[config.mk]
export PLATFORM = sky130hd
export DESIGN_NAME = nnu_regs
export DESIGN_NICKNAME = d
export VERILOG_FILES = /design/src/hdl/nnu_pkg.sv /design/src/hdl/nnu_regs.sv
export SDC_FILE = /design/constraint.sdc
export NUM_CORES = 1
export LEC_CHECK = 0
export BUFFER_PORTS_ARGS = -buffer_cell sky130_fd_sc_hd__buf_2
export CAP_MARGIN = 10
export CELL_PAD_IN_SITES_DETAIL_PLACEMENT = 1
export CELL_PAD_IN_SITES_GLOBAL_PLACEMENT = 2
export CORE_UTILIZATION = 24
export DETAILED_ROUTE_END_ITERATION = 12
export GPL_TIMING_DRIVEN = 0
export HOLD_SLACK_MARGIN = 0.1
export MAX_ROUTING_LAYER = met4
export PLACE_DENSITY = 0.88
export SYNTH_ARGS = -nofsm -noshare
export SYNTH_HDL_FRONTEND = slang
export SYNTH_SLANG_ARGS = --single-unit
[constraint.sdc]
create_clock -name clk_i -period 1.5 [get_ports clk_i]
set_clock_uncertainty 0.15 [all_clocks]
set_input_delay 0.3 -clock clk_i [delete_from_list [all_inputs] [get_ports clk_i]]
set_output_delay 0.3 -clock clk_i [all_outputs]
set_load 0.03 [all_outputs]
[src/hdl/nnu_pkg.sv]
// shared types and constants of the nearest-neighbor upscaler
// used by the register file, controller, datapath and top level
package nnu_pkg;

  localparam int SRC_W       = 8;   // width of the source size registers
  localparam int TGT_W       = 11;  // width of the target size registers
  localparam int COORD_W     = 10;  // width of a row or column index
  localparam int PROD_W      = 18;  // coordinate times source size
  localparam int PIX_IO_W    = 32;  // pixel word on the ports
  localparam int S_TDATA_W   = 56;  // row, col, pixel packed, padded to bytes
  localparam int DIV_STEPS   = SRC_W;  // quotient is always below the source size
  localparam int REG_ADDR_W  = 4;

  typedef logic [SRC_W-1:0]   src_dim_t;
  typedef logic [TGT_W-1:0]   tgt_dim_t;
  typedef logic [COORD_W-1:0] coord_t;
  typedef logic [PROD_W-1:0]  prod_t;
  typedef logic [PIX_IO_W-1:0] pix_t;
  typedef logic [1:0]         reg_idx_t;

  localparam reg_idx_t REG_SRC_H = 2'd0;
  localparam reg_idx_t REG_SRC_W = 2'd1;
  localparam reg_idx_t REG_TGT_H = 2'd2;
  localparam reg_idx_t REG_TGT_W = 2'd3;

  typedef struct packed {
    src_dim_t src_h;
    src_dim_t src_w;
    tgt_dim_t tgt_h;
    tgt_dim_t tgt_w;
  } cfg_t;

  typedef struct packed {
    logic capture;   // take the input item
    logic eval;      // range check, products, divider setup
    logic div_step;  // one restoring division step on both lanes
    logic mem_rd;    // read the plane store at the scaled address
    logic mem_wr;    // write the plane store (gated by range error)
    logic load_out;  // load the output register
  } dp_cmd_t;

  typedef struct packed {
    logic is_read;
    logic range_err;
  } dp_sts_t;

endpackage

[src/hdl/nnu_regs.sv]
// apb configuration registers of the nearest-neighbor upscaler
// depends on nnu_pkg for register indexes and the config struct
module nnu_regs (
  input  logic                           clk_i,
  input  logic                           rst_ni,
  input  logic                           psel,
  input  logic                           penable,
  input  logic                           pwrite,
  input  logic [nnu_pkg::REG_ADDR_W-1:0] paddr,
  input  logic [31:0]                    pwdata,
  output logic [31:0]                    prdata,
  output logic                           pready,
  output nnu_pkg::cfg_t                  cfg_o
);

  nnu_pkg::cfg_t   cfg_q, cfg_d;
  nnu_pkg::reg_idx_t idx;
  logic            wr_en;

  assign pready = 1'b1;
  assign idx    = paddr[3:2];
  assign wr_en  = psel && penable && pwrite;

  always_comb begin
    cfg_d = cfg_q;
    if (wr_en) begin
      case (idx)
        nnu_pkg::REG_SRC_H: cfg_d.src_h = pwdata[nnu_pkg::SRC_W-1:0];
        nnu_pkg::REG_SRC_W: cfg_d.src_w = pwdata[nnu_pkg::SRC_W-1:0];
        nnu_pkg::REG_TGT_H: cfg_d.tgt_h = pwdata[nnu_pkg::TGT_W-1:0];
        nnu_pkg::REG_TGT_W: cfg_d.tgt_w = pwdata[nnu_pkg::TGT_W-1:0];
        default: cfg_d = cfg_q;
      endcase
    end
  end

  always_comb begin
    case (idx)
      nnu_pkg::REG_SRC_H: prdata = 32'(cfg_q.src_h);
      nnu_pkg::REG_SRC_W: prdata = 32'(cfg_q.src_w);
      nnu_pkg::REG_TGT_H: prdata = 32'(cfg_q.tgt_h);
      nnu_pkg::REG_TGT_W: prdata = 32'(cfg_q.tgt_w);
      default: prdata = '0;
    endcase
  end

  always_ff @(posedge clk_i or negedge rst_ni) begin
    if (!rst_ni) begin
      cfg_q.src_h <= nnu_pkg::src_dim_t'(1);
      cfg_q.src_w <= nnu_pkg::src_dim_t'(1);
      cfg_q.tgt_h <= nnu_pkg::tgt_dim_t'(1);
      cfg_q.tgt_w <= nnu_pkg::tgt_dim_t'(1);
    end else begin
      cfg_q <= cfg_d;
    end
  end

  assign cfg_o = cfg_q;

endmodule

== Word-level counts from Yosys, hierarchy flattened ==
Cells that the tools add are included.
Widths: inputs -> output; s select.

* $add $sub $neg: 0
* Multipliers: 0
* Div/mod/pow operators: 0
* Magnitude comparators: 0
* Equal/unequal tests: 3
* Shifts and indexed selects: 0
* Mux-type cells: 1
* Bitwise gates (word level): 0
* Reductions and logical operators: 7

{| class="wikitable"
|+ Operators with widths
! kind !! number
|-
| $pmux 32 s4 || 1
|-
| $reduce_and 2->1 || 4
|-
| $eq 2x2->1 const B || 2
|-
| $eq 2x1->1 const B || 1
|-
| $logic_and 1x1->1 || 2
|-
| $logic_not 2->1 || 1
|}

* Bits in registers: 38
* Bits in latches: 0
* RAM bits: 0
* Memory bits (read-only): 0
* Input port bits: 41
* Output and inout port bits: 71
* Word-level logic and storage cells: 15
* Memories: 0

== Longest topological paths before layout ==
Gate-level depths: netlist of run 1.

* Depth after elaboration: 3
* Mapped depth: 4
* Mapped depth without buffers: 3

== Worst setup path before layout of run 1 ==
OpenSTA, ideal clock, no wires.

* Path kind: in2out
* Start point: in paddr[2] in the netlist's numbering
* End point: out prdata[0]
* Arrival time: 1217 ps
* Data required time: 1050 ps
* Slack: -167 ps
* Stages: 3
* Buffers on the path: 2
* Cell sequence: buf_4 buf_6 mux4_2

* Word-level cells in the longest chain between the ends: 2
* Elaborated cells on any way between the ends: 5
* Classes of those cells: eq/ne: 3; mux: 1; reduce/logical: 1

{| class="wikitable"
|+ RTL lines
! element !! RTL line !! source
|-
| from (decl) || nnu_regs.sv:9 || <nowiki>input logic [nnu_pkg::REG_ADDR_W-1:0] paddr,</nowiki>
|-
| $eq 2x2->1 (tied with other cells) || nnu_regs.sv:38 || <nowiki>case (idx)</nowiki>
|-
| $pmux 32 s4 * || nnu_regs.sv:38 ||
|-
| to (decl) || nnu_regs.sv:11 || <nowiki>output logic [31:0] prdata,</nowiki>
|}

Every way passes the cells marked *; elsewhere a longest branch is shown, timed or not. The select of a mux whose other input is x is not followed.

== Worst setup path after layout of run 1 ==
* Start point: reg cfg_q, in the netlist cfg_o[4]
* End point: out prdata[4]

* Word-level cells in the longest chain between the ends: 1

{| class="wikitable"
|+ RTL lines
! element !! RTL line !! source
|-
| from (decl) || nnu_regs.sv:16 || <nowiki>nnu_pkg::cfg_t cfg_q, cfg_d;</nowiki>
|-
| from (signal assigned) || nnu_regs.sv:54 || <nowiki>cfg_q <= cfg_d;</nowiki>
|-
| $pmux 32 s4 || nnu_regs.sv:38 ||
|}

No other way between the ends. The select of a mux whose other input is x is not followed.

==> flow_summary.toml, run 1 <==
[placed_design]
hpwl_um = 3294
gp_congestion = 0.6401
dp_cells = 308
io_buffers = 65

[timing]
post-route-period-util = 1.181
tns_ns = -2.026
worstMarginPinSlew_ns = 0.8811
max_freq_mhz = 564.3
fin_hold_ws_ns = -0.01722
fin_crit_ns = 1.772
rsz0062_at_grt = "yes"
slew-limit-headroom = 0.4126
slew_viol_final = 0
hold_violations = 34
setup_viol = 9
setup_slack_ns = -0.2722

[power_and_ir_drop]
p_leak_nw = 1.443
powerDensity_nw_per_um2 = 1439
ir_worst_vdd_uv = 387.1

[setup_path]
worstSetupEndpointType = "output port"
critPathKind = "reg2out"
cpPeakStageDelay_ns = 0.48
reg2reg_from = "cfg_o[4]"
crit_start = "cfg_o[4]"
cp.required_ns = 1.05
crit_path_top_delay_cell = "mux4_2"
crit_fanout = 3
crit_buf_inv = 1
cp.arrival_ns = 1.32
crit_family = "multiplexers"
critPathLaunchType = "flop"
crit_path_cell_trace = "mux4_2 > buf_6"

[clocking]
cts_tree = "built"
clockBufferDepth = 2
clk_pin_slew_ns = 0.07
clkSinkCount = 38
cts_buffers = 5
clkLatencyLatePin_ns = 0.28
cts_root_buf = "clkbuf_8"
h-tree-depth = 2

[detailed_routing]
wire_per_inst_um = 14.50
first_pass_iters = 4
vias = 1407
drc = 0
drt_iter0_markers = 26
vias_per_cell = 4.066
routed_wl_um = 5018
drt.antenna.violating_nets = 0

[synthesis]
synth_edf_count = 0
synth-compound-area-share = 0
synthAdderAreaFrac = 0
avgSynthCellArea_um2 = 15.18
synth_top_family_by_area = "multiplexers"
synthesis.area_um2 = 1882
synthSimpleGateAreaFrac = 0.03989
synth_mux_area_frac = 0.3391
seq_area_frac_synth = 0.5080
synthCells = 124
synthFlopType = "dfrtp_1"
yosys_warnings = 0
ys_ff_latch = 38
synth.distinct_cells = 16
async_flop_share = 1.000
synth_xor_area_frac = 0

[cells_and_area]
fin_nets = 287
drive_gt1_frac = 0.7773
ff_latch_area_um2 = 965.9
final_cells = 346
utilization = 0.3890
fillers = 822
area_growth_pct = 53.12
largest_reg_flops = 38
multiInputGateArea_um2 = 803.3
num_antenna_cells = 0

[global_route]
grt_max_degree = 39
grt_pass1_wl_um = 7969
grt.overflow.total = 0
grt_pass1_vias = 1586
grt_antenna_before_repair = 0
grt_usage = 0.1284

[floorplan]
ios = 112
die_x_um = 90.55
die-height_um = 90.55
core_area_um2 = 7408
initial_core_util = 0.2540
rows = 31
die_area_um2 = 8199

[status]
violations = "negative hold slack, negative setup slack"
status = "finished, violations left"

[worst_hold_path]
hold_class = "in2async"

[job]
max_cap_viol_count = 0
## cell families (layout without fill, tap and decap cells)
kind of cell / after synthesis / after routing
flip-flops: 38 / 38
other: 2 / 22
multiplexers: 49 / 49
buffers and inverters: 27 / 130
AND/OR/NAND/NOR: 8 / 8
## stage by stage
| step | power (W) | area (µm²) | worst slack [ns] | hold WS, ns |
|---|---|---|---|---|
| after global routing | 0.004362 | 2882 | -0.3163 | 0.03736 |
| after CTS | 0.004123 | 2800 | -0.2754 | 0.008598 |
| after floorplan | 0.002590 | 1996 | -0.08059 | -0.1456 |
| after global placement | 0.003009 | 2445 | -0.2966 | 0.3054 |
| final | 0.004146 | 2882 | -0.2722 | -0.01722 |
| after detailed placement | 0.003051 | 2445 | -0.3075 | 0.3211 |
## report_power, final
group	internal, W	total [W]	switching (W)
combinational	0.000890	0.00200	0.00111
sequential	0.00129	0.00143	0.000144
clock	0.000371	0.000712	0.000341
total	0.00255	0.00415	0.00159
## synthesized netlist by cell type, types with 2 or more instances
| cell | count | area [µm²] |
|---|---|---|
| mux2_2 | 37 | 416.7 |
| dfrtp_1 | 34 | 850.8 |
| buf_4 | 23 | 172.7 |
| mux4_2 | 8 | 180.2 |
| dfstp_2 | 4 | 105.1 |
| mux2i_1 | 3 | 30.03 |
| nor2b_1 | 3 | 18.77 |
| buf_2 | 2 | 10.01 |
| buf_6 | 2 | 22.52 |
| conb_1 | 2 | 7.510 |
## what timing repair did
action | in CTS | in global routing
gates resized for setup | 29 | 6
setup buffers | 23 | 7
setup endpoints to repair | 11 | 19
endpoints found under the hold margin | 34 | 35
## metal layers
| layer | track usage | part of all wire | up-vias |
|---|---|---|---|
| li1 | - | - | 646 |
| met1 | 0.1433 | 0.41 | 701 |
| met2 | 0.2254 | 0.53 | 58 |
| met3 | 0.02525 | 0.051 | 2 |
| met4 | 0.04839 | 0.0072 | 0 |
| met5 | - | 0 | - |
## final cells by class
cell class	count	area share
multi-input combinational	79	0.2788
buffer	27	0.08076
tap	99	0.04299
clock buffer	7	0.02996
timing repair buffer	95	0.2306
clock inverter	1	0.001737
sequential	38	0.3352
## placed cells by master (no fill, tap or decap), types with 3 or more instances in the layout
cell,netlist,routed
buf_4,23,47
buf_2,2,52
dfrtp_2,0,8
buf_12,0,3
mux4_2,8,8
conb_1,2,22
mux2i_1,3,3
dfrtp_1,34,26
nor2b_2,0,3
mux2_2,37,37
dfstp_2,4,4
clkbuf_8,0,6
buf_6,2,19
## final timing paths
kind | slack, ns | cells after the start | to
max | -0.27 | 2 | prdata[4]
min | -0.02 | 1 | cfg_o[28]
max reg2reg | 0.43 | 2 | cfg_o[4]
min reg2reg | 0.38 | 1 | cfg_o[29]
max in group asynchronous | 0.61 | 1 | cfg_o[16]
min in group clk_i | 0.12 | 2 | cfg_o[20]
Power figures use the tool's default switching activity.
==> run 2, diff against run 1 <==
--- a/config.mk
+++ b/config.mk
@@ -5,8 +5,7 @@
 export SDC_FILE = /design/constraint.sdc
 export NUM_CORES = 1
 export LEC_CHECK = 0
-export BUFFER_PORTS_ARGS = -buffer_cell sky130_fd_sc_hd__buf_2
-export CAP_MARGIN = 10
+export BUFFER_PORTS_ARGS = -buffer_cell sky130_fd_sc_hd__buf_4
 export CELL_PAD_IN_SITES_DETAIL_PLACEMENT = 1
 export CELL_PAD_IN_SITES_GLOBAL_PLACEMENT = 2
 export CORE_UTILIZATION = 24
==> run 2 against run 1 <==
The flow finishes with violations (negative setup slack). Sequential share of layout area decreased by 2.9 points. Fmax about the same. Critical path depth unchanged. Clock power increased by 21%. Via count increased by 3.5%. Worst setup slack improved by 0.00061 ns. First-iteration DRC count unchanged. Routed wire length increased by 2.7%. Core utilization increased by 3.7 points. Global-route usage increased by 0.89 points. Combinational power increased by 15%. Power increased by 11%. Critical path type unchanged. Highest routed layer unchanged.
==> flow_summary.toml, run 2 (synthesis results as in run 1) <==
[detailed_routing]
drc = 0
drt_iter0_markers = 26
met2_length_um = 2707
drt.antenna.violating_nets = 0
vias = 1456
routed_wl_um = 5151
wire_per_inst_um = 14.31
first_pass_iters = 2
met3_wirelength_um = 275
vias_per_cell = 4.044
wl_met1_um = 2109
highest_layer = "met4"

[timing]
setup_slack_ns = -0.2716
setup_viol = 12
rsz0062_at_grt = "yes"
hold_violations = 0
slew_viol_final = 0
worstMarginPinSlew_ns = 0.5070
slew-limit-headroom = 0.6620
tns_ns = -2.081
fin_crit_ns = 1.772
post-route-period-util = 1.181
max_freq_mhz = 564.5

[status]
violations = "negative setup slack"
status = "finished, violations left"

[clocking]
clkLatencyLatePin_ns = 0.29
cts_root_buf = "clkbuf_8"
clk_pin_slew_ns = 0.08
clkSinkCount = 38
h-tree-depth = 2
clockBufferDepth = 2
cts_buffers = 5
cts_tree = "built"

[setup_path]
crit_start = "cfg_o[12]"
regToRegSetupSlack_ns = 0.32
rr_worst_depth = 3
worstSetupEndpointType = "output port"
crit_fanout = 2
reg2reg_to = "cfg_o[4]"
crit_family = "multiplexers"
crit_path_top_delay_cell = "mux4_2"
cp.required_ns = 1.05
crit_path_cell_trace = "mux4_2 > buf_6"
critPathLaunchType = "flop"
critPathKind = "reg2out"
cpPeakStageDelay_ns = 0.49
cp.arrival_ns = 1.32
reg2reg_from = "cfg_o[4]"
crit_buf_inv = 1

[global_route]
grt_max_degree = 39
grt_antenna_before_repair = 0
grt_pass1_vias = 1590
grt_usage = 0.1373
grt.overflow.total = 0
grt_pass1_wl_um = 8335

[floorplan]
rows = 31
ios = 112
core_area_um2 = 7408
die_x_um = 90.55
die-height_um = 90.55
initial_core_util = 0.2540
die_area_um2 = 8199

[placed_design]
io_buffers = 65
gp_congestion = 0.6633
hpwl_um = 3258
placed_area_um2 = 2608
dp_slack_ns = -0.2780

[power_and_ir_drop]
powerDensity_nw_per_um2 = 1451
p_leak_nw = 1.561
ir_worst_vdd_uv = 493.8
total_power_w = 0.004581

[cells_and_area]
area_growth_pct = 67.82
multiInputGateArea_um2 = 803.3
utilization = 0.4263
num_antenna_cells = 0
largest_reg_flops = 38
fin_nets = 301
fillers = 827
final_common_cell = "buf_4"
layout_common_cells = "buf_4 (104), mux2_2 (37), dfrtp_1 (26), buf_6 (24), conb_1 (22)"
design_area_um2 = 3158
drive_gt1_frac = 0.7816
ff_latch_area_um2 = 965.9

[worst_hold_path]
hold_start = "pwdata[5]"
whs_path_depth = 2
hold_class = "in2reg"
min_to = "cfg_o[27]"

[job]
max_cap_viol_count = 0
run 2: stage by stage:
stage                     std cells  hold slack, ns
after floorplan                 144         -0.1456
final                           360          0.1123
after detailed placement        308          0.1518
after CTS                       353          0.1045
after global placement          308          0.1440
after global routing            360          0.1016
run 2: final cells by class:
class                           count  share of cell area
Sequential cell                    38              0.3059
Multi-Input combinational cell     79              0.2544
Buffer                             27             0.07250
Timing Repair Buffer              109              0.2936
Tap cell                           99             0.03922
Clock inverter                      3             0.01268
Clock buffer                        5             0.02179
run 2: layer usage:
layer  GRT usage  vias up
met5           -        -
met4     0.04032        0
met3     0.03367        4
met2      0.2367       62
met1      0.1572      723
li1            -      667
run 2: timing repair:
| action | CTS | global route |
|---|---|---|
| endpoints found under the setup margin | 11 | 20 |
| pin swaps | 0 | 0 |
| hold buffers | 4 | 0 |
| setup buffers | 33 | 8 |
| resized for setup | 15 | 10 |
| gates cloned | 0 | 0 |
| hold endpoints to repair | 40 | 0 |
run 2: worst max path at each step:
stage | end | slack [ns] | cells after the start
final | prdata[1] | -0.27 | 2
after global routing | prdata[1] | -0.32 | 2
after CTS | prdata[1] | -0.28 | 2
after detailed placement | cfg_o[35] | -0.28 | 4
after global placement | cfg_o[33] | -0.28 | 4
after floorplan | prdata[0] | -0.08 | 3
run 2: power by group:
part / switching, W / total, W / leakage [nW] / internal, W
clock network: 0.000369 / 0.000858 / 0.0579 / 0.000489
logic: 0.00116 / 0.00230 / 1.05 / 0.00114
registers: 0.000136 / 0.00143 / 0.450 / 0.00129
