[src/hdl/nnu_pkg.sv]
// shared types and constants of the nearest-neighbor upscaler
// used by the register file, controller, datapath and top level
package nnu_pkg;

  localparam int SRC_W       = 8;   // width of the source size registers
  localparam int TGT_W       = 11;  // width of the target size registers
  localparam int COORD_W     = 10;  // width of a row or column index
  localparam int PROD_W      = 18;  // coordinate times source size
  localparam int PIX_IO_W    = 32;  // pixel word on the ports
  localparam int S_TDATA_W   = 56;  // row, col, pixel packed, padded to bytes
  localparam int DIV_STEPS   = SRC_W;  // quotient is always below the source size
  localparam int REG_ADDR_W  = 4;

  typedef logic [SRC_W-1:0]   src_dim_t;
  typedef logic [TGT_W-1:0]   tgt_dim_t;
  typedef logic [COORD_W-1:0] coord_t;
  typedef logic [PROD_W-1:0]  prod_t;
  typedef logic [PIX_IO_W-1:0] pix_t;
  typedef logic [1:0]         reg_idx_t;

  localparam reg_idx_t REG_SRC_H = 2'd0;
  localparam reg_idx_t REG_SRC_W = 2'd1;
  localparam reg_idx_t REG_TGT_H = 2'd2;
  localparam reg_idx_t REG_TGT_W = 2'd3;

  typedef struct packed {
    src_dim_t src_h;
    src_dim_t src_w;
    tgt_dim_t tgt_h;
    tgt_dim_t tgt_w;
  } cfg_t;

  typedef struct packed {
    logic capture;   // take the input item
    logic eval;      // range check, products, divider setup
    logic div_step;  // one restoring division step on both lanes
    logic mem_rd;    // read the plane store at the scaled address
    logic mem_wr;    // write the plane store (gated by range error)
    logic load_out;  // load the output register
  } dp_cmd_t;

  typedef struct packed {
    logic is_read;
    logic range_err;
  } dp_sts_t;

endpackage

[src/hdl/nnu_ctrl.sv]
// controller of the nearest-neighbor upscaler: sequences capture, check,
// division, store access and output transfer; uses nnu_pkg command types
module nnu_ctrl (
  input  logic             clk_i,
  input  logic             rst_ni,
  input  logic             in_valid_i,
  output logic             in_ready_o,
  output logic             out_valid_o,
  input  logic             out_ready_i,
  output nnu_pkg::dp_cmd_t cmd_o,
  input  nnu_pkg::dp_sts_t sts_i
);

  localparam logic [2:0] S_IDLE  = 3'd0;
  localparam logic [2:0] S_EVAL  = 3'd1;
  localparam logic [2:0] S_DIV   = 3'd2;
  localparam logic [2:0] S_ADDR  = 3'd3;
  localparam logic [2:0] S_WRITE = 3'd4;
  localparam logic [2:0] S_DONE  = 3'd5;

  localparam int CntW = (nnu_pkg::DIV_STEPS > 1) ? $clog2(nnu_pkg::DIV_STEPS) : 1;

  logic [2:0]      state_q, state_d;
  logic [CntW-1:0] cnt_q, cnt_d;
  logic            out_valid_q, out_valid_d;

  always_comb begin
    state_d     = state_q;
    cnt_d       = cnt_q;
    cmd_o       = '0;
    out_valid_d = out_valid_q && !out_ready_i;
    case (state_q)
      S_IDLE: begin
        if (in_valid_i) begin
          cmd_o.capture = 1'b1;
          state_d       = S_EVAL;
        end
      end
      S_EVAL: begin
        cmd_o.eval = 1'b1;
        cnt_d      = '0;
        state_d    = sts_i.is_read ? S_DIV : S_WRITE;
      end
      S_DIV: begin
        // out-of-range reads skip the divider
        if (sts_i.range_err) begin
          state_d = S_DONE;
        end else begin
          cmd_o.div_step = 1'b1;
          cnt_d          = cnt_q + 1'b1;
          if (cnt_q == CntW'(nnu_pkg::DIV_STEPS - 1)) begin
            state_d = S_ADDR;
          end
        end
      end
      S_ADDR: begin
        cmd_o.mem_rd = 1'b1;
        state_d      = S_DONE;
      end
      S_WRITE: begin
        cmd_o.mem_wr = 1'b1;
        state_d      = S_DONE;
      end
      S_DONE: begin
        // wait until the output register is free or being emptied
        if (!out_valid_q || out_ready_i) begin
          cmd_o.load_out = 1'b1;
          out_valid_d    = 1'b1;
          state_d        = S_IDLE;
        end
      end
      default: state_d = S_IDLE;
    endcase
  end

  always_ff @(posedge clk_i or negedge rst_ni) begin
    if (!rst_ni) begin
      state_q     <= S_IDLE;
      cnt_q       <= '0;
      out_valid_q <= 1'b0;
    end else begin
      state_q     <= state_d;
      cnt_q       <= cnt_d;
      out_valid_q <= out_valid_d;
    end
  end

  assign in_ready_o  = (state_q == S_IDLE);
  assign out_valid_o = out_valid_q;

endmodule

[config.mk]
export PLATFORM = sky130hd
export DESIGN_NAME = nnu_ctrl
export DESIGN_NICKNAME = d
export VERILOG_FILES = /design/src/hdl/nnu_pkg.sv /design/src/hdl/nnu_ctrl.sv
export SDC_FILE = /design/constraint.sdc
export NUM_CORES = 1
export LEC_CHECK = 0
export BUFFER_PORTS_ARGS = -buffer_cell sky130_fd_sc_hd__buf_2
export CAP_MARGIN = 20
export CELL_PAD_IN_SITES_DETAIL_PLACEMENT = 2
export CELL_PAD_IN_SITES_GLOBAL_PLACEMENT = 2
export CORE_UTILIZATION = 28
export DETAILED_ROUTE_END_ITERATION = 10
export PLACE_DENSITY = 0.73
export SYNTH_ARGS = -nofsm -noshare
export SYNTH_HDL_FRONTEND = slang
export SYNTH_SLANG_ARGS = --single-unit
[constraint.sdc]
create_clock -name clk_i -period 1.75 [get_ports clk_i]
set_input_delay 0.2625 -clock clk_i [delete_from_list [all_inputs] [get_ports clk_i]]
set_output_delay 0.2625 -clock clk_i [all_outputs]
set_load 0.02 [all_outputs]
# Yosys cells after proc, flatten, opt, wreduce, memory -nomap -nowiden
# Index checks and enable logic that the tools add are counted.
# totals
in_bits	6
ff_bits	7
# classes
mux	19
n_reduce_logical	9
n_eq_ne	10
n_addsub	1
# ops
cell	count
two-way mux 3 bit	6
case mux 3 bit (5 select lines)	1
two-way mux 1 bit	11
== test 3 bit (second input constant)	3
== test 3 x 2 -> 1 bit (second input constant)	2
inequality test 2 bit (second input constant)	3
case mux 3 bit (2 select lines)	1
adder 3 x 1 -> 3 bit (second input constant)	1
== test 3 x 1 -> 1 bit (second input constant)	1
zero test 3 bit	1
inequality test 3 bit (second input constant)	1
AND reduction 3 bit	1
zero test 1 bit	2
AND reduction 2 bit	1
nonzero test 2 bit	1
OR reduction 2 bit	1
logical AND 1 bit	1
logical OR 1 bit	1

# Longest topological paths before layout
# Gate-level depths: netlist of run 1.
# logic_depth
word_depth	4
mapped_depth	5
depth_no_buf	5

# Least setup slack after synthesis of run 1
# Ideal clock, no wire load.
# synth_path
kind	register -> output
start	register state_q[0]
end	output port cmd_o[5] in the netlist's numbering
stages_incl_launch_ff	4
t_required_ps	1487
slack_ps	37
t_arrival_ps	1450
path_cell_list	dfrtp_1 buf_2 nor3_1 and2_1
# synth_lines
item	line	rtl
start: declaration	nnu_ctrl.sv:23	logic [2:0] state_q, state_d;
start signal: assignment	nnu_ctrl.sv:82	state_q <= state_d;
end: declaration	nnu_ctrl.sv:10	output nnu_pkg::dp_cmd_t cmd_o,

==> results of run 1 <==
[final timing paths]
path / cells past startpoint / end
max in group asynchronous: 2 / state_q[2]$_DFFE_PN0P_
min in group asynchronous: 2 / out_valid_o$_DFF_PN0_
max reg2reg: 5 / cnt_q[2]$_DFFE_PN0P_
min reg2reg: 1 / cnt_q[1]$_DFFE_PN0P_
max: 3 / cmd_o[0]
min: 2 / state_q[2]$_DFFE_PN0P_
[cell usage in the layout (no fill, tap or decap), types with 2 or more instances in the layout]
cell type and count:
nor3_1 2, nor2_1 4, clkbuf_4 3, nor2b_1 2, ha_1 2, a21o_1 2
dfrtp_1 6, nand2_1 2, buf_2 13, a22o_1 2
[timing repair]
action | in CTS | in global routing
hold buffers | 1 | 0
buffers inserted | 0 | 1
endpoints found under the setup margin | 0 | 3
gates resized for setup | 0 | 1
endpoints found under the hold margin | 7 | 0
[registers in the layout, indices dropped and copies added, names as in the netlist]
name         count
cnt_q            3
state_q          3
out_valid_o      1
[stage by stage]
stage           util  std cells  hold slack, ps  total power [mW]
2_1_floorplan      -         42           -33.1             0.685
3_3_place_gp   0.370         67            97.4             0.786
3_5_place_dp   0.370         67             103             0.828
4_1_cts        0.396         72             205             0.977
5_1_grt        0.403         73             199              1.04
6_report       0.403         73             207             0.970
[synthesized netlist by cell type]
cell type	number	area (sq um)
a21o_1	2	15.0
a221oi_2	1	15.0
a22o_1	2	17.5
and2_1	1	6.26
and3b_1	1	8.76
buf_2	3	15.0
dfrtp_1	7	175
ha_1	2	25.0
inv_1	1	3.75
mux2_2	1	11.3
nand2_1	2	7.51
nand2b_1	1	6.26
nand3b_1	1	7.51
nor2_1	4	15.0
nor2b_1	2	12.5
nor3_1	2	10.0
nor3b_1	1	7.51
nor3b_2	1	12.5
nor4b_4	1	23.8
o21a_1	1	7.51
o21ai_0	1	5.00
o21ba_2	1	10.0
o21bai_1	1	7.51
o2bb2ai_1	1	8.76
o41ai_1	1	8.76
[critical path: stages, from the launching register on]
cell      delay, ps
dfrtp_1         600
nand3b_1        180
nor2_1          150
buf_2           200
[cells by family (layout without fill, tap and decap cells)]
family,count (synthesis),in the layout,share of synthesized area
buffers and inverters,4,20,0.0424
and+or+nand+nor,17,17,0.266
AOI/OAI and AO/OA,11,11,0.215
muxes,1,1,0.0254
DFF,7,7,0.395
adders and majority gates,2,2,0.0565
[layout make-up]
| class | instances | share of cell area |
|---|---|---|
| Sequential cell | 7 | 0.317 |
| Multi-Input combinational cell | 31 | 0.447 |
| Clock buffer | 4 | 0.0472 |
| Tap cell | 15 | 0.0337 |
| Inverter | 1 | 0.00674 |
| Timing Repair Buffer | 15 | 0.148 |
[power groups by stage]
stage	Sequential [mW]	Clock (mW)	Combinational (mW)
finish	0.361	0.141	0.468
CTS	0.356	0.149	0.472
detailed placement	0.360	0	0.469
global placement	0.345	0	0.441
global route	0.378	0.158	0.503
floorplan	0.284	0	0.401
[metal layers]
layer	wire (um)	track usage	up-vias
met2	584	0.263	11
met3	32	0.0130	4
met1	526	0.169	178
met4	32	0.0968	0
li1	-	-	185
met5	0	0	-
==> flow_metrics.tcl, run 1 <==
set metrics [dict create \
    max_freq_mhz 609 \
    io_buffers 13 \
    fin_crit_ps 1640 \
    syn-cell-area_sq_um 443 \
    htreeDepth 1 \
    setup_viol 0 \
    dpl_cell_area_sq_um 512 \
    dr_total_vias 378 \
    fp.dieW_um 41.8 \
    timing.rr.start "cnt_q[0]$_DFFE_PN0P_" \
    fin_ws_ps 108 \
    cp_max_fo 13 \
    cp-startpoint "state_q[0]$_DFFE_PN0P_" \
    cts_tree "built" \
    grt_pass1_vias 401 \
    required_ps 1490 \
    track_usage 0.149 \
    tightest_slew_ps 425 \
    hpwlAfterDp_um 908 \
    clock_path_buffers 2 \
    min-delay-start "sts_i[1]" \
    diodes 0 \
    slew_headroom 0.717 \
    syn-num-nets 50 \
    drtPass1Iterations 1 \
    wirelength_um 1180 \
    gp_congestion 0.694 \
    p_clk_frac 0.145 \
    outcome "complete, no violations" \
    clk_pin_slew_ps 50 \
    switching_share 0.459 \
    power_density_nw_per_um2 1740 \
    ys_seq_area_frac 0.395 \
    regArea_sq_um 176 \
    grt_pass1_wl_um 1900 \
    leakagePower_nw 0.288 \
    switching_power_uw 445 \
    antenna_found_initial 0 \
    grt_max_degree 14 \
    syn_inst 42 \
    fin_crit_sh 0.938 \
    rows 13 \
    worstSkewPairLatency_ps 250 \
    synth_cell_types 25 \
    ios 14 \
    final_area_sq_um 557 \
    detail-route-antenna-nets 0 \
    wl_per_cell_um 16.1 \
    nNetsFinal 67 \
    fin_tns_setup_ps 0 \
    gr-total-overflow 0 \
    dieHeight_um 41.8 \
    multi_input_area_sq_um 249 \
    pwr-share-comb 0.482 \
    preCtsSetupSlack_ps 303 \
    p_int_uw 525 \
    drive_above_1_share 0.397 \
    path_class "flip-flop to output pin" \
    drt_iter0_markers 0 \
    max-cap-violations 0 \
    p_seq_frac 0.372 \
    vias_per_cell 5.18 \
    yosysWarnings 0 \
    arrival_ps 1380 \
    vdd_drop_max_uv 855 \
    syn2layout_area_growth_pct 25.7 \
    cts_inserted_buffers 3 \
    drc 0 \
    rsz0062_at_grt "false" \
    drv_slew 0 \
    design.core.area_sq_um 1380 \
    fillers 160 \
    clock_sinks 7 \
    hold_class "primary input to flip-flop" \
    dieArea_sq_um 1740 \
    worst_setup_path_start_kind "flip-flop" \
    hold_viol 0 \
    reg2reg_slack_ps 320 \
    endpoint_kind "output pin" \
    syn_area_per_cell_sq_um 10.5 \
    initial_core_util 0.320 \
    fin_skew_ps 5.38 \
    ctsRootBufferMaster "clkbuf_4" \
    ys_seq_elements 7 \
]
(Power assumes the default switching activity.)
==> run 2, diff against run 1 <==
Settings changed: ABC_AREA from default to 1, CORE_UTILIZATION 28 to 25.
==> flow_metrics.tcl, run 2 <==
set metrics [dict create \
    max-cap-violations 0 \
    dieHeight_um 43.5 \
    grt_pass1_vias 455 \
    track_usage 0.138 \
    synth_cell_types 17 \
    rows 14 \
    hold_viol 0 \
    arrival_ps 1340 \
    reg2reg_slack_ps 480 \
    synthFlopType "dfrtp_1" \
    fin_crit_ps 1600 \
    cts_tree "built" \
    fin_skew_ps 4.23 \
    power_density_nw_per_um2 1670 \
    detail-route-antenna-nets 0 \
    leakagePower_nw 0.332 \
    tightest_slew_ps 247 \
    max_freq_mhz 623 \
    fp.dieW_um 43.5 \
    dr_total_vias 436 \
    worstSkewPairLatency_ps 250 \
    rsz0062_at_grt "false" \
    drt_iter0_markers 5 \
    synthArstFlopShare 1.00 \
    grt_pass1_wl_um 1900 \
    wirelength_um 1100 \
    synth_edf_count 0 \
    drive_above_1_share 0.320 \
    synth_area_leader_cell "dfrtp_1" \
    endpoint_kind "output pin" \
    ctsRootBufferMaster "clkbuf_4" \
    slew_headroom 0.835 \
    syn_area_per_cell_sq_um 7.42 \
    drc 2 \
    grt_max_degree 9 \
    outcome "finished with violations" \
    syn-cell-area_sq_um 430 \
    syn_inst 58 \
    setup_viol 0 \
    io_buffers 13 \
    initial_core_util 0.276 \
    vias_per_cell 4.79 \
    vdd_drop_max_uv 521 \
    final_common_cell "buf_2" \
    dieArea_sq_um 1890 \
    syn-num-nets 66 \
    hpwlAfterDp_um 967 \
    final_cell_mix "buf_2, nand2_1, inv_1, nor2_1, nand3_1" \
    clock_sinks 7 \
    worst_setup_path_start_kind "flip-flop" \
    yosysWarnings 0 \
    cp_max_fo 8 \
    htreeDepth 1 \
    syn2layout_area_growth_pct 26.7 \
    violations "DRC" \
    path_class "flip-flop to output pin" \
    hold_class "primary input to flip-flop" \
    clk_pin_slew_ps 50 \
    cts_inserted_buffers 3 \
    synth.most_common_cell "nand2_1" \
    nNetsFinal 84 \
    gp_congestion 0.707 \
    diodes 0 \
    synth_top_area_share 0.407 \
    drv_slew 0 \
    required_ps 1490 \
    wl_per_cell_um 12.1 \
    ys_seq_elements 7 \
    design.core.area_sq_um 1560 \
    drtPass1Iterations 7 \
    gr-total-overflow 0 \
    fin_util 0.350 \
    fin_crit_sh 0.916 \
    fin_tns_setup_ps 0 \
    yosys-top-cells-count "nand2_1, inv_1, dfrtp_1, nand3_1, nor2_1" \
    clock_path_buffers 2 \
    ys_seq_area_frac 0.407 \
    synth_area_leaders "dfrtp_1, nand2_1, nand3_1" \
    ios 14 \
    antenna_found_initial 0 \
]
## run 2: final cells by class
| type | instances | area (sq um) |
|---|---|---|
| clock buffer | 4 | 26.3 |
| fill | 192 | 1010 |
| inverter | 12 | 45.0 |
| multi-input combinational | 38 | 203 |
| sequential | 7 | 176 |
| tap | 16 | 20.0 |
| timing repair buffer | 14 | 75.1 |
## run 2: final timing paths
| kind | startpoint | to | cells past startpoint |
|---|---|---|---|
| setup / recovery | state_q[2]$_DFFE_PN0P_ | cmd_o[3] | 6 |
| hold / removal | out_ready_i | out_valid_o$_DFF_PN0_ | 2 |
| setup reg to reg | cnt_q[0]$_DFFE_PN0P_ | state_q[0]$_DFFE_PN0P_ | 6 |
| hold reg to reg | cnt_q[0]$_DFFE_PN0P_ | cnt_q[0]$_DFFE_PN0P_ | 1 |
| max in group asynchronous | rst_ni | state_q[2]$_DFFE_PN0P_ | 2 |
| min in group asynchronous | rst_ni | cnt_q[1]$_DFFE_PN0P_ | 2 |
## run 2: kinds of logic (layout without fill, tap and decap cells)
family / Yosys count / in the layout / share of synthesized area
AND/OR/NAND/NOR: 31 / 31 / 0.355
adder cells (fa/ha/maj): 2 / 2 / 0.0581
flip-flops: 7 / 7 / 0.407
AO/OA/AOI/OAI: 5 / 5 / 0.0581
buffers and inverters: 13 / 30 / 0.122
## run 2: what timing repair did
action	in CTS	in global routing
setup buffers	0	0
hold endpoints to repair	7	0
setup endpoints to repair	0	1
gates resized for setup	0	1
hold buffers	1	0
## run 2: worst max-delay path, cell delays in order (launching register included)
cell     delay, ps
dfrtp_2        470
inv_2           90
nand2_2         70
nor2_2         130
nand2_2        120
inv_2           70
buf_2          150
## run 2: power breakdown
| part | total [mW] | internal [mW] | switching (mW) |
|---|---|---|---|
| Combinational | 0.460 | 0.154 | 0.306 |
| Sequential | 0.309 | 0.220 | 0.0890 |
| Clock | 0.145 | 0.0869 | 0.0579 |
## run 2: per-stage QoR
step	power, mW	worst slack [ps]	hold WS, ps	cell area, sq um	cells
CTS	0.933	78.4	238	544	91
detailed placement	0.779	355	106	508	86
global route	0.999	34.6	252	546	91
global placement	0.756	410	106	508	86
floorplan	0.633	365	-33.1	430	58
finish	0.913	146	241	546	91
## run 2: layer usage
| metal | wire (um) | vias up | global-route usage |
|---|---|---|---|
| met5 | 0 | - | 0 |
| met4 | 11 | 0 | 0.0375 |
| met3 | 52 | 3 | 0.0375 |
| met2 | 564 | 11 | 0.255 |
| met1 | 475 | 209 | 0.154 |
| li1 | - | 213 | - |
==> run 3, diff against run 2 <==
Settings changed: RECOVER_POWER from default to 50.
==> flow_metrics.tcl, run 3 (synthesis results as in run 2) <==
set metrics [dict create \
    max-cap-violations 0 \
    holdPathStages 2 \
    cts_tree "built" \
    design.core.area_sq_um 1560 \
    final_common_cell "buf_2" \
    dr_total_vias 436 \
    gr-total-overflow 0 \
    io_buffers 13 \
    worstPathCellList "inv_2 -> nand2_2 -> nor2_2 -> nand2_2 -> inv_2 -> buf_2" \
    antenna_found_initial 0 \
    reg2reg_slack_ps 480 \
    violations "DRC" \
    hold_class "primary input to flip-flop" \
    clock_sinks 7 \
    setup_viol 0 \
    outcome "finished with violations" \
    fillers 191 \
    fin_crit_ps 1600 \
    cts_inserted_buffers 3 \
    fin_skew_ps 4.23 \
    arrival_ps 1340 \
    vias_per_cell 4.79 \
    cp_max_fo 8 \
    detail-route-antenna-nets 0 \
    diodes 0 \
    slowest_stage "dfrtp_2" \
    leakagePower_nw 0.327 \
    tightest_slew_ps 379 \
    slew_headroom 0.747 \
    reg2reg_depth 6 \
    clock_path_buffers 2 \
    track_usage 0.138 \
    fin_crit_sh 0.916 \
    fin_ws_ps 146 \
    wl_per_cell_um 12.2 \
    ios 14 \
    required_ps 1490 \
    drt_iter0_markers 5 \
    min-delay-start "out_ready_i" \
    grt_pass1_wl_um 1900 \
    post_cts_buffers 0 \
    critPathMaxStageDelay_ps 470 \
    dieHeight_um 43.5 \
    grt_pass1_vias 455 \
    fp.dieW_um 43.5 \
    wirelength_um 1110 \
    preCtsSetupSlack_ps 355 \
    ctsRootBufferMaster "clkbuf_4" \
    rows 14 \
    htreeDepth 1 \
    max_freq_mhz 624 \
    vdd_drop_max_uv 517 \
    worst_setup_path_start_kind "flip-flop" \
    multi_input_area_sq_um 203 \
    drtPass1Iterations 7 \
    power_density_nw_per_um2 1670 \
    grt_max_degree 9 \
    clk_pin_slew_ps 50 \
    gp_congestion 0.707 \
    rsz0062_at_grt "false" \
    regArea_sq_um 176 \
    initial_core_util 0.276 \
    syn2layout_area_growth_pct 26.2 \
    drv_slew 0 \
    drive_above_1_share 0.280 \
    path_class "flip-flop to output pin" \
    worstSkewPairLatency_ps 250 \
    endpoint_kind "output pin" \
    dieArea_sq_um 1890 \
    fin_tns_setup_ps 0 \
    hold_viol 0 \
    hold_end "out_valid_o$_DFF_PN0_" \
    timing.hold.ws_ps 241 \
    reg2reg_to "state_q[0]$_DFFE_PN0P_" \
    hpwlAfterDp_um 967 \
    drc 2 \
    timing.rr.start "cnt_q[0]$_DFFE_PN0P_" \
    nNetsFinal 84 \
    final_cell_mix "buf_2, inv_1, nand2_1, nor2_1, nand3_1" \
]
-- run 3: cell count changes in the layout (fill, tap and decap cells not counted), sizes merged --
cell / change
buf: -2
clkbuf: +2
-- run 3: metrics by stage --
stage,power [mW],util,instances,area [sq um]
6_report,0.908,0.348,91,543
5_1_grt,0.993,0.348,91,543
4_1_cts,0.933,0.349,91,544
3_5_place_dp,0.779,0.326,86,508
3_3_place_gp,0.756,0.326,86,508
2_1_floorplan,0.633,-,58,430
-- run 3: repair_timing --
| item | CTS | global route |
|---|---|---|
| setup endpoints to repair | 0 | 1 |
| endpoints found under the hold margin | 7 | 0 |
| resized for setup | 0 | 1 |
| hold buffers | 1 | 0 |
-- run 3: final cells by class --
| type | instances | area share |
|---|---|---|
| sequential | 7 | 0.325 |
| tap | 16 | 0.0369 |
| multi-input combinational | 38 | 0.373 |
| inverter | 12 | 0.0829 |
| timing repair buffer | 14 | 0.134 |
| clock buffer | 4 | 0.0484 |
-- run 3: power by group --
group	internal, mW	switching, mW
Clock	0.0869	0.0579
Combinational	0.150	0.306
Sequential	0.220	0.0868
-- run 3: layer usage --
layer,part of all wire,vias up,GRT usage
met3,0.047,3,0.0375
met2,0.51,11,0.255
met1,0.43,209,0.154
li1,-,213,-
met5,0,-,0
met4,0.0099,0,0.0375
-- run 3: how the worst max path moves through the flow --
stage                                 from        to  slack, ps  cells after the start
global route        state_q[1]$_DFFE_PN0P_  cmd_o[5]         40                      4
floorplan           state_q[1]$_DFFE_PN0P_  cmd_o[5]        370                      3
detailed placement  state_q[2]$_DFFE_PN0P_  cmd_o[3]        360                      6
CTS                 state_q[2]$_DFFE_PN0P_  cmd_o[3]         80                      6
global placement    state_q[2]$_DFFE_PN0P_  cmd_o[3]        410                      6
finish              state_q[2]$_DFFE_PN0P_  cmd_o[3]        150                      6
-- run 3: critical path, delay by kind of cell (launching register included) --
family | cells | cell delay [ps]
flip-flops | 1 | 470
AND/OR/NAND/NOR | 3 | 320
buffers and inverters | 3 | 310
